`config.mk`:
```
export PLATFORM = sky130hd
export DESIGN_NAME = lfu_cfg
export DESIGN_NICKNAME = d
export VERILOG_FILES = /design/src/hw/rtl/lfu_pkg.sv /design/src/hw/rtl/lfu_cfg.sv
export SDC_FILE = /design/constraint.sdc
export NUM_CORES = 1
export LEC_CHECK = 0
export ABC_AREA = 1
export BUFFER_PORTS_ARGS = -buffer_cell sky130_fd_sc_hd__clkbuf_2
export CAP_MARGIN = 15
export CORE_AREA = 2 2 44 51
export CTS_BUF_LIST = sky130_fd_sc_hd__clkbuf_8
export DETAILED_ROUTE_END_ITERATION = 10
export DIE_AREA = 0 0 46 53
export PLACE_DENSITY_LB_ADDON = 0.25
export SLEW_MARGIN = 20
export SYNTH_ARGS = -nofsm -noshare
export SYNTH_HDL_FRONTEND = slang
export SYNTH_SLANG_ARGS = --single-unit
export TNS_END_PERCENT = 10
```
`constraint.sdc`:
```
create_clock -name clk -period 0.9 [get_ports clk]
set_input_delay 0.09 -clock clk [delete_from_list [all_inputs] [get_ports clk]]
set_output_delay 0.09 -clock clk [all_outputs]
set_load 0.05 [all_outputs]
```
`src/hw/rtl/lfu_pkg.sv`:
```
// ----------------------------------------------------------------------------
// lfu_pkg
// Shared constants, register codes and controller states of the LFU cache
// engine.
// ----------------------------------------------------------------------------
package lfu_pkg;

    // Default number of entry slots.
    localparam int ENTRIES_DEF = 64;

    // Field widths.
    localparam int DATA_W = 32;
    localparam int CAP_W  = 7;

    // Configuration port.
    localparam int PADDR_W = 3;
    localparam logic [PADDR_W-3:0] REG_CAPACITY = 1'b0;
    localparam logic [CAP_W-1:0]   CAP_RESET    = 7'd64;

    // Operation codes carried by the mode field.
    localparam logic MODE_GET = 1'b0;
    localparam logic MODE_PUT = 1'b1;

    // Fixed values.
    localparam logic [DATA_W-1:0] MISS_VALUE = 32'hFFFF_FFFF;
    localparam logic [DATA_W-1:0] CNT_MAX    = 32'hFFFF_FFFF;
    localparam logic [DATA_W-1:0] CNT_INIT   = 32'd1;

    // Controller states.
    typedef enum logic [1:0] {
        ST_IDLE,
        ST_SCAN,
        ST_DECIDE,
        ST_UPDATE
    } state_t;

endpackage

```
`src/hw/rtl/lfu_cfg.sv`:
```
// ----------------------------------------------------------------------------
// lfu_cfg
// APB-style configuration register block holding the capacity register.
// ----------------------------------------------------------------------------
module lfu_cfg
(
    input  logic                        clk,
    input  logic                        rst_n,
    input  logic                        psel,
    input  logic                        penable,
    input  logic                        pwrite,
    input  logic [lfu_pkg::PADDR_W-1:0] paddr,
    input  logic [31:0]                 pwdata,
    output logic [31:0]                 prdata,
    output logic                        pready,
    output logic [lfu_pkg::CAP_W-1:0]   capacity
);

    logic [lfu_pkg::CAP_W-1:0]   capacity_reg;
    logic [lfu_pkg::CAP_W-1:0]   capacity_next;
    logic [lfu_pkg::PADDR_W-3:0] reg_index;
    logic                        wr_strobe;

    // Word address of the register selected on the bus.
    assign reg_index = paddr[lfu_pkg::PADDR_W-1:2];
    assign wr_strobe = psel && penable && pwrite;
    assign pready    = 1'b1;

    // A write to an address beyond the register list is dropped.
    always_comb
    begin
        capacity_next = capacity_reg;
        if (wr_strobe && (reg_index == lfu_pkg::REG_CAPACITY))
        begin
            capacity_next = pwdata[lfu_pkg::CAP_W-1:0];
        end
    end

    always_ff @(posedge clk or negedge rst_n)
    begin
        if (!rst_n)
        begin
            capacity_reg <= lfu_pkg::CAP_RESET;
        end
        else
        begin
            capacity_reg <= capacity_next;
        end
    end

    // Read back; unmapped addresses read as zero.
    always_comb
    begin
        prdata = '0;
        if (reg_index == lfu_pkg::REG_CAPACITY)
        begin
            prdata = {{(32 - lfu_pkg::CAP_W){1'b0}}, capacity_reg};
        end
    end

    assign capacity = capacity_reg;

endmodule

```
==> flow_summary_export.csv <==
group,metric,value,unit
setup_path,worstPathArrival,1040,ps
logic_synthesis,synth_edf_count,0,
power_and_ir_drop,p_leak,0.000491,uW
floorplan,fp.dieW,46,um
placement,hpwlAfterDp,878,um
drt,drc,0,
floorplan,coreArea,0.00191,mm^2
cts,path_clk_slew,40,ps
cells_and_area,stdcell_area,863,um^2
sta,max_clock_freq,883,MHz
cts,h-tree-depth,1,
cells_and_area,drive_gt1_share,45.7,%
power_and_ir_drop,seqPwrFrac,23.0,%
global_route,grt_pass1_wl,1620,um
floorplan,die-area,0.00244,mm^2
placement,place_congestion,0.667,
drt,route.vias.total,472,
floorplan,initial_core_util,29.9,%
cts,clk_latency,220,ps
cells_and_area,layout.nets,146,
sta,fin_ws,-233,ps
cts,clock-sinks,7,
cells_and_area,largest_reg_flops,7,
sta,finalSetupViolations,14,
cts,cts-root-buf,"clkbuf_8",
setup_path,crit_type,"flop to primary output",
outcome,status,"complete, but fails checks",
placement,port_buffers,26,
logic_synthesis,synth_top_area_share,34.1,%
logic_synthesis,synth_top_area_cell,"buf_4",
power_and_ir_drop,power.share.combinational,54.8,%
placement,place_area,683,um^2
logic_synthesis,yosysSeqAreaShare,30.8,%
cts,cts_buffers,3,
logic_synthesis,syn_avg_cell_area,7.54,um^2
sta,clock-skew-final,0,ps
logic_synthesis,synth.area.top_cells,"buf_4 (34%), dfrtp_1 (26%), nand2_1 (9.8%)",
sta,layout_worst_path_cycle_share,126,%
setup_path,worstPathRequired,810,ps
power_and_ir_drop,power_density,2250,mW/mm^2
drt,wl_per_cell,9.37,um
setup_path,crit_fanout,3,
power_and_ir_drop,p_clk_share,22.2,%
setup_path,end_kind,"primary output",
global_route,grt.total_usage,9.92,%
cts,cts_tree,"built",
cts,clockBufferDepth,2,
sta,whs,74.1,ps
power_and_ir_drop,p_int,984,uW
power_and_ir_drop,ir_worst_vdd,0.660,mV
power_and_ir_drop,switchingPower,958,uW
logic_synthesis,ys_types,12,
sta,rsz0062_at_grt,"true",
setup_path,critPathMaxStageDelay,540,ps
sta,slew_violations,0,
drt,firstDrtPassIters,2,
logic_synthesis,syn_area,573,um^2
drt,drtIter0Drc,1,
setup_path,startpoint_type,"flop",
global_route,antenna_found_initial,0,
hold_path,hold_class,"primary input to flop",
global_route,grt_pass1_vias,384,
drt,wl_met1,430,um
floorplan,row_count,17,
logic_synthesis,synth_flop_cell,"dfrtp_1",
cells_and_area,antenna_cells,0,
floorplan,ios,80,
outcome,violations,"setup timing",
global_route,grt_max_degree,9,
floorplan,die_h,53,um
logic_synthesis,synth_most_common_cell,"buf_4",
sta,hold_viol_final,0,
flow_run,maxCapViolCount,0,
logic_synthesis,async_reset_ff_share,100,%
drt,met2_length,569,um
setup_path,crit_path_top_delay_cell,"dfstp_2",
logic_synthesis,ys_warn_count,0,
cells_and_area,fill_cells,196,
setup_path,worst-path-buf-inv,2,
cells_and_area,areaGrowthSynthToFinish,50.7,%
global_route,grt_overflow_total,0,
setup_path,critPathTopFamily,"flip-flops",
drt,top_layer,"met4",
drt,routed_via_density,3.81,
logic_synthesis,synth_commonest_cells,"buf_4 (26), nand2_1 (15), inv_1 (8), nand3_1 (7), nor2_1 (7)",
sta,period_needed,1130,ps
drt,ant_nets,0,
setup_path,path_cells,"inv_2 > nor2_4 > buf_8",
logic_synthesis,ys_ff_latch,7,
power_and_ir_drop,switching_share,49.3,%
drt,wl_met3,120,um
logic_synthesis,synth_cells,76,
drt,wirelength,1160,um
-- worst paths after layout --
kind | start | end | slack [ps] | cells past startpoint
min in group asynchronous | rst_n | capacity[4] | 250 | 2
min reg2reg | capacity[6] | capacity[6] | 480 | 2
max reg2reg | capacity[6] | capacity[6] | 200 | 2
max | capacity[6] | prdata[6] | -230 | 3
max in group asynchronous | rst_n | capacity[6] | 410 | 2
min | pwdata[6] | capacity[6] | 70 | 3
-- power groups by stage --
stage	Clock (uW)	Combinational [uW]	Sequential, uW
final	432	1060	446
after global routing	468	1120	456
after CTS	444	1030	438
after detailed placement	0	889	435
after global placement	0	885	432
after floorplan	0	620	639
-- stage by stage --
stage / std cells / setup slack, ps / utilization, % / power [uW] / TNS, ps
5_1_grt: 124 / -268 / 45.1 / 2040 / -1620
2_1_floorplan: 100 / -239 / - / 1260 / -1640
3_5_place_dp: 119 / -121 / 35.7 / 1320 / -121
3_3_place_gp: 119 / -102 / 35.7 / 1320 / -102
6_report: 124 / -233 / 45.1 / 1940 / -1080
4_1_cts: 124 / -255 / 44.6 / 1910 / -1250
-- final cells by class --
cell class,instances,area (um^2),share of cell area (%)
multi-input combinational,57,299,34.6
clock inverter,1,3.75,0.435
clock buffer,3,41.3,4.78
inverter,9,33.8,3.91
timing repair buffer,28,285,33.0
tap,19,23.8,2.75
sequential,7,176,20.4
-- routing by layer --
metal,global-route usage (%),vias to the layer above
li1,-,233
met1,10.2,198
met2,16.0,36
met3,1.71,5
met4,10.0,0
met5,0,-
-- what timing repair did --
action	in CTS	in global routing
resized for setup	27	13
setup endpoints to repair	14	14
buffers inserted	0	0
gates cloned	0	0
hold buffers	1	0
pin swaps	1	0
endpoints found under the hold margin	7	0
-- layout by cell type (no fill, tap or decap) --
master,synthesis,final
buf_12,0,1
buf_8,0,7
clkbuf_2,0,12
clkbuf_4,0,1
clkbuf_8,0,9
conb_1,2,26
dfrtp_1,6,6
dfstp_2,1,1
dlygate4sd3_1,0,1
inv_1,8,2
inv_2,1,8
nand2_1,15,15
nand2_4,1,1
nand3_1,7,7
nor2_4,0,7
nor2_8,1,1
-- worst reg2reg max path: cells and delay by family, from the launching register on --
kind	cells	cell delay (ps)
flops	1	540
simple gates	2	110
-- logic make-up after synthesis --
group | count (synthesis) | share of synthesized area [%]
flops | 7 | 30.8
simple gates | 31 | 26.0
other cells | 2 | 1.31
buf+inv | 36 | 41.9
Note: power is estimated with default switching activity, not from simulation.
